$ cat src/hdl/alarm_match_table_macros.svh
// ----------------------------------------------------------------------------
// alarm match table assertion macros
// shared concurrent assertion forms, clocked on clk_i and quiet in reset
// ----------------------------------------------------------------------------
`ifndef ALARM_MATCH_TABLE_MACROS_SVH
`define ALARM_MATCH_TABLE_MACROS_SVH

// property that must hold at every clock edge
`define AMT_ASSERT(label, prop, msg) \
  label: assert property (@(posedge clk_i) disable iff (!rst_ni) (prop)) \
    else $error(msg);

// consequent that must hold in the cycle after the trigger
`define AMT_ASSERT_NEXT(label, trig, cons, msg) \
  label: assert property (@(posedge clk_i) disable iff (!rst_ni) \
    (trig) |=> (cons)) else $error(msg);

`endif

$ cat src/hdl/amt_pkg.sv
// ----------------------------------------------------------------------------
// amt_pkg
// types and codes shared by the alarm match table and its cells
// ----------------------------------------------------------------------------
`default_nettype none

package amt_pkg;

  // count width that covers the largest table (16 entries)
  localparam int unsigned CNT_W = 5;

  typedef enum logic [1:0] {
    OP_ADD    = 2'd0,
    OP_REMOVE = 2'd1,
    OP_CHECK  = 2'd2,
    OP_NONE   = 2'd3
  } op_e;

  typedef enum logic [1:0] {
    ST_OK      = 2'd0,
    ST_FULL    = 2'd1,
    ST_BAD_NUM = 2'd2
  } status_e;

  typedef struct packed {
    logic [4:0] hour;
    logic [5:0] minute;
    logic [5:0] second;
    logic       armed;
  } entry_t;

  // broadcast to every cell for the current transfer
  typedef struct packed {
    logic             add_ok;
    logic             rm_ok;
    logic             chk;
    logic [CNT_W-1:0] count;
    logic [CNT_W-1:0] rm_pos;
    logic [4:0]       hour;
    logic [5:0]       minute;
    logic [5:0]       second;
  } cell_ctrl_t;

endpackage

`default_nettype wire

$ cat src/hdl/amt_cell.sv
// ----------------------------------------------------------------------------
// amt_cell
// one table slot: holds an alarm time and armed flag, loads, shifts, fires
// ----------------------------------------------------------------------------
`default_nettype none

module amt_cell
  import amt_pkg::*;
#(
  parameter int unsigned Idx = 0
) (
  input  wire logic       clk_i,
  input  wire logic       rst_ni,
  input  wire cell_ctrl_t ctrl_i,
  input  wire entry_t     nb_i,
  output entry_t          entry_o,
  output logic            armed_d_o,
  output logic            fired_o
);

  localparam logic [CNT_W-1:0] IdxC  = CNT_W'(Idx);
  localparam logic [CNT_W-1:0] IdxN  = CNT_W'(Idx + 1);

  logic [4:0] hour_q;
  logic [5:0] minute_q, second_q;
  logic       armed_q;
  entry_t     cur, entry_d;
  logic       at_tail, shift, vacate, below, match;

  assign cur.hour   = hour_q;
  assign cur.minute = minute_q;
  assign cur.second = second_q;
  assign cur.armed  = armed_q;

  always_comb begin
    at_tail = ctrl_i.add_ok && (ctrl_i.count == IdxC);
    shift   = ctrl_i.rm_ok && (IdxC >= ctrl_i.rm_pos) && (IdxN < ctrl_i.count);
    vacate  = ctrl_i.rm_ok && (IdxN == ctrl_i.count);
    below   = IdxC < ctrl_i.count;
    match   = cur.armed && below && (cur.hour == ctrl_i.hour) &&
              (cur.minute == ctrl_i.minute) && (cur.second == ctrl_i.second);
    fired_o = ctrl_i.chk && match;

    entry_d = cur;
    if (at_tail) begin
      entry_d.hour   = ctrl_i.hour;
      entry_d.minute = ctrl_i.minute;
      entry_d.second = ctrl_i.second;
      entry_d.armed  = 1'b1;
    end else if (shift) begin
      entry_d = nb_i;
    end else if (vacate || fired_o) begin
      entry_d.armed = 1'b0;
    end
  end

  // time fields need no reset, only the armed flag
  always_ff @(posedge clk_i) begin
    hour_q   <= entry_d.hour;
    minute_q <= entry_d.minute;
    second_q <= entry_d.second;
  end

  always_ff @(posedge clk_i or negedge rst_ni) begin
    if (!rst_ni) begin
      armed_q <= 1'b0;
    end else begin
      armed_q <= entry_d.armed;
    end
  end

  assign entry_o   = cur;
  assign armed_d_o = entry_d.armed;

endmodule

`default_nettype wire

$ cat src/hdl/alarm_match_table.sv
// ----------------------------------------------------------------------------
// alarm_match_table
// table of alarm times with add, remove by number and time check
//
// usage: an input transfer carries an operation (add, remove, check) with a
// time and a 1-based entry number; each input transfer yields exactly one
// output transfer with status, fired mask, entry count and armed mask as they
// stand after the operation.
// the result is registered and shows up in the cycle after the input
// transfer. one item per cycle is taken while the receiver keeps ready
// high; the whole table is updated in the same cycle by a row of cells, each
// comparing its own slot and taking its upper neighbor's slot on a remove.
// input ready is high whenever the output register is empty or is being
// taken, so a stalled receiver holds one result and blocks further input.
// reset clears the count, every armed flag and the output valid; stored
// times are not cleared and are never read before being written.
// ----------------------------------------------------------------------------
`default_nettype none

module alarm_match_table
  import amt_pkg::*;
#(
  parameter int unsigned TABLE_ENTRIES = 5
) (
  input  wire logic       clk_i,
  input  wire logic       rst_ni,
  input  wire logic       in_valid_i,
  output logic            in_ready_o,
  input  wire logic [1:0] operation_i,
  input  wire logic [4:0] time_hour_i,
  input  wire logic [5:0] time_minute_i,
  input  wire logic [5:0] time_second_i,
  input  wire logic [3:0] remove_number_i,
  output logic            out_valid_o,
  input  wire logic       out_ready_i,
  output logic [1:0]      status_o,
  output logic [4:0]      fired_mask_o,
  output logic [2:0]      entry_count_o,
  output logic [4:0]      armed_mask_o
);

`include "alarm_match_table_macros.svh"

  localparam int unsigned CW = $clog2(TABLE_ENTRIES + 1);
  localparam logic [CNT_W-1:0] FullC = CNT_W'(TABLE_ENTRIES);

  // count and handshake
  logic [CW-1:0]    count_q, count_d;
  logic [CNT_W-1:0] count_ext;
  logic             accept;
  logic             add_ok, rm_ok, is_add, is_rm, is_chk;
  logic [CNT_W-1:0] num_ext;
  status_e          status_d;

  // output register
  logic             out_valid_q, out_valid_d;
  logic [1:0]       status_q;
  logic [4:0]       fired_q, fired_d;
  logic [2:0]       count_out_q;
  logic [4:0]       armed_out_q, armed_out_d;

  // cell row
  cell_ctrl_t                 ctrl;
  entry_t [TABLE_ENTRIES-1:0] entries;
  logic   [TABLE_ENTRIES-1:0] armed_nx;
  logic   [TABLE_ENTRIES-1:0] fired_vec;
  logic   [TABLE_ENTRIES-1:0] armed_now;
  logic   [TABLE_ENTRIES-1:0] above_mask;

  assign in_ready_o = !out_valid_q || out_ready_i;
  assign accept     = in_valid_i && in_ready_o;
  assign count_ext  = CNT_W'(count_q);
  assign num_ext    = CNT_W'(remove_number_i);

  // decode the operation
  always_comb begin
    is_add = 1'b0;
    is_rm  = 1'b0;
    is_chk = 1'b0;
    case (op_e'(operation_i))
      OP_ADD:    is_add = accept;
      OP_REMOVE: is_rm  = accept;
      OP_CHECK:  is_chk = accept;
      default:   ;
    endcase
  end

  always_comb begin
    add_ok   = is_add && (count_ext < FullC);
    rm_ok    = is_rm && (remove_number_i != 4'd0) && (num_ext <= count_ext);
    status_d = ST_OK;
    if (is_add && !add_ok) begin
      status_d = ST_FULL;
    end else if (is_rm && !rm_ok) begin
      status_d = ST_BAD_NUM;
    end
    count_d = count_q;
    if (add_ok) begin
      count_d = count_q + CW'(1);
    end else if (rm_ok) begin
      count_d = count_q - CW'(1);
    end
  end

  // control broadcast to every cell
  always_comb begin
    ctrl.add_ok = add_ok;
    ctrl.rm_ok  = rm_ok;
    ctrl.chk    = is_chk;
    ctrl.count  = count_ext;
    ctrl.rm_pos = num_ext - CNT_W'(1);
    ctrl.hour   = time_hour_i;
    ctrl.minute = time_minute_i;
    ctrl.second = time_second_i;
  end

  // row of cells, each one taking its upper neighbor's slot on a remove
  for (genvar i = 0; i < TABLE_ENTRIES; i++) begin : g_cell
    entry_t nb;
    if (i == TABLE_ENTRIES - 1) begin : g_last
      assign nb = '0;
    end else begin : g_mid
      assign nb = entries[i+1];
    end

    amt_cell #(
      .Idx (i)
    ) u_cell (
      .clk_i     (clk_i),
      .rst_ni    (rst_ni),
      .ctrl_i    (ctrl),
      .nb_i      (nb),
      .entry_o   (entries[i]),
      .armed_d_o (armed_nx[i]),
      .fired_o   (fired_vec[i])
    );

    assign armed_now[i]  = entries[i].armed;
    assign above_mask[i] = CNT_W'(i) >= count_ext;
  end

  // fit the masks to the five-bit outputs, truncating or zero filling
  for (genvar b = 0; b < 5; b++) begin : g_mask
    if (b < TABLE_ENTRIES) begin : g_on
      assign fired_d[b]     = fired_vec[b];
      assign armed_out_d[b] = armed_nx[b];
    end else begin : g_off
      assign fired_d[b]     = 1'b0;
      assign armed_out_d[b] = 1'b0;
    end
  end

  always_comb begin
    out_valid_d = out_valid_q;
    if (accept) begin
      out_valid_d = 1'b1;
    end else if (out_ready_i) begin
      out_valid_d = 1'b0;
    end
  end

  always_ff @(posedge clk_i or negedge rst_ni) begin
    if (!rst_ni) begin
      count_q     <= '0;
      out_valid_q <= 1'b0;
    end else begin
      count_q     <= count_d;
      out_valid_q <= out_valid_d;
    end
  end

  // result payload, loaded on each input transfer
  always_ff @(posedge clk_i) begin
    if (accept) begin
      status_q    <= status_d;
      fired_q     <= fired_d;
      count_out_q <= 3'(CNT_W'(count_d));
      armed_out_q <= armed_out_d;
    end
  end

  assign out_valid_o   = out_valid_q;
  assign status_o      = status_q;
  assign fired_mask_o  = fired_q;
  assign entry_count_o = count_out_q;
  assign armed_mask_o  = armed_out_q;

  // the count never passes the table size
  `AMT_ASSERT(a_count_bound, count_ext <= FullC, "entry count beyond table size")

  // no slot at or above the count is armed
  `AMT_ASSERT(a_armed_below, (armed_now & above_mask) == '0, "armed slot above count")

  // add into a full table reports full and keeps the count
  `AMT_ASSERT_NEXT(a_full_add, is_add && (count_ext == FullC),
    (status_o == ST_FULL) && $stable(count_q), "full add not rejected")

  // only a check may fire alarms
  `AMT_ASSERT_NEXT(a_fire_on_check, accept && !is_chk, fired_mask_o == 5'd0,
    "alarm fired outside check")

endmodule

`default_nettype wire
$ cat config.mk
export PLATFORM = sky130hd
export DESIGN_NAME = alarm_match_table
export DESIGN_NICKNAME = d
export VERILOG_FILES = /design/src/hdl/amt_pkg.sv /design/src/hdl/amt_cell.sv /design/src/hdl/alarm_match_table.sv
export VERILOG_INCLUDE_DIRS = /design/src /design/src/hdl
export SDC_FILE = /design/constraint.sdc
export NUM_CORES = 1
export LEC_CHECK = 0
export BUFFER_PORTS_ARGS = -buffer_cell sky130_fd_sc_hd__buf_2
export CAP_MARGIN = 10
export CORE_MARGIN = 1
export CORE_UTILIZATION = 61
export DETAILED_ROUTE_END_ITERATION = 7
export GPL_ROUTABILITY_DRIVEN = 0
export PLACE_DENSITY = 0.85
export SYNTH_ARGS = -nofsm -noshare
export SYNTH_HDL_FRONTEND = slang
export SYNTH_HIERARCHICAL = 1
export SYNTH_SLANG_ARGS = --single-unit
$ cat constraint.sdc
create_clock -name clk_i -period 4.45 [get_ports clk_i]
set_clock_uncertainty 0.15 [all_clocks]
set_input_delay 0.445 -clock clk_i [delete_from_list [all_inputs] [get_ports clk_i]]
set_output_delay 0.445 -clock clk_i [all_outputs]
set_load 0.1 [all_outputs]
==> out/metrics.cfg <==
[clocking]
cts_buffers=9
clock_latency_ns=0.37
htreeDepth=3
cts.path.max_buffers=2
cts.sinks=109
cts-root-buf=clkbuf_8
cts_resized=0
cts_tree=yes
clk_pin_slew_ns=0.11

[die]
num_io_pins=44
core-area_sq_mm=0.009864
rows=36
dieHeight_um=103.2
dieArea_sq_mm=0.01065
start_util_pct=63.32
die_x_um=103.2

[route]
vias_per_cell=5.659
drt_iter0_markers=141
vias=3746
drc=0
avgRoutedWirePerCell_um=17.39
routed_wl_um=11520
first_pass_iters=5
drtAntennaViolNets=0

[sta]
hold_violations=0
tightest_slew_ns=1.118
tns_ns=0
rsz0062_at_grt=false
finalSetupViolCount=0
maxSlewViolCount=0
fin_crit_ns=3.802
post-route-period-util_pct=85.45
holdWs_ns=0.1813
slew_headroom_pct=25.33
fmax_mhz=263.0

[yosys]
synth_area_sq_mm=0.006246
synth_warnings=6
synthCells=440
syn_avg_cell_area_sq_um=14.20

[grt]
grt_max_degree=21
grt.overflow.total=0
grt_pass1_wl_um=18500
antenna_found_initial=0
grt_pass1_vias=3741
grtUsageTotal_pct=23.46

[final_layout]
stdcell_count=662
diodes=0
fin_nets=557
stdcell_area_sq_mm=0.006893
utilization_pct=69.88
syn_to_final_growth_pct=10.36
drive_above_1_share_pct=31.76

[setup_path]
required_ns=4.31
crit_buf_inv=1
path_cells=inv_1, ha_1, nor3_1, o21ai_0, a311oi_4, nor4b_1, a21o_1
crit_slowest_cell=dfrtp_1
critPathKind=flop to flop
critPathArrivalTime_ns=3.66
worstPathMaxFanout=20
endpoint_kind=flop
critical_path.max_stage_delay_ns=0.77
worstSetupStartpointType=flop
cp_top_family=compound AO/OA/AOI/OAI gates

[outcome]
status=finished clean

[placement]
placed_cell_area_sq_mm=0.006676
io_buffers=43
post-dp-hpwl_um=8683
place_inst=645

[worst_hold_path]
hp-class=input port to flop

[power]
p_leak_nw=2.509
powerDensity_mw_per_mm2=345.5
ir_drop_mv=0.1805

[job]
cap_violations=0

placed cells by master (no fill, tap or decap), types with 10 or more instances in the layout:
cell type / count
mux2_4: 25
xnor2_1: 60
mux2_2: 59
conb_1: 36
nand4_1: 16
nand2_1: 13
edfxtp_1: 100
nor4_1: 12
inv_1: 11
nand3_1: 10
buf_2: 43
xor2_1: 27
layout make-up:
cell class	instances	area [sq um]
sequential	109	3228
multi-input combinational	344	2988
fill	675	2972
timing repair buffer	49	262.8
tap	133	166.4
clock buffer	9	123.9
clock inverter	7	82.58
inverter	11	41.29
final timing paths:
kind	start	end	slack [ns]	depth (start not counted)
hold / removal	in_valid_i	out_valid_o	0.18	2
min in group asynchronous	rst_ni	g_cell[4].u_cell/armed_q	0.31	2
setup / recovery	count_q[1]	g_cell[3].u_cell/second_q[2]	0.65	7
hold reg to reg	out_valid_o	out_valid_o	0.42	2
max in group asynchronous	rst_ni	count_q[0]	3.64	2
setup reg to reg	count_q[1]	g_cell[3].u_cell/second_q[2]	0.65	7
worst reg2reg max path, stage by stage, from the launching register on:
cell	delay, ns
dfrtp_1	0.77
inv_1	0.15
ha_1	0.21
nor3_1	0.17
o21ai_0	0.23
a311oi_4	0.63
nor4b_1	0.53
a21o_1	0.59
metal layers:
layer | up-vias | part of all wire, % | GRT usage, %
met1 | 1837 | 45 | 31.20
li1 | 1799 | - | -
met4 | 0 | 2.2 | 9.967
met2 | 93 | 49 | 39.44
met5 | - | 0 | 0
met3 | 17 | 3.7 | 2.621
power by group:
part	total, W	internal (W)	switching (W)
Sequential	0.00125	0.00118	0.0000743
Combinational	0.000514	0.000163	0.000351
Clock	0.000616	0.000268	0.000348
state kept, by name, indices dropped and copies added, names as in the netlist:
signal and cells:
g_cell.u_cell/minute_q 30, g_cell.u_cell/second_q 30, g_cell.u_cell/hour_q 25, armed_mask_o 5
fired_mask_o 5, g_cell.u_cell/armed_q 5, count_q 3, entry_count_o 3
status_o 2, out_valid_o 1
per-stage QoR:
step	setup WS [ns]	total power (W)
4_1_cts	0.6737	0.002382
3_3_place_gp	0.9450	0.001753
5_1_grt	0.3169	0.002466
2_1_floorplan	0.4215	0.001646
3_5_place_dp	0.6845	0.001778
6_report	0.6476	0.002381
repair_timing:
| item | in CTS | in global routing |
|---|---|---|
| hold endpoints to repair | 9 | 0 |
| buffers inserted | 0 | 0 |
| endpoints found under the setup margin | 0 | 0 |
| hold buffers | 1 | 0 |
(Power assumes the default switching activity.)
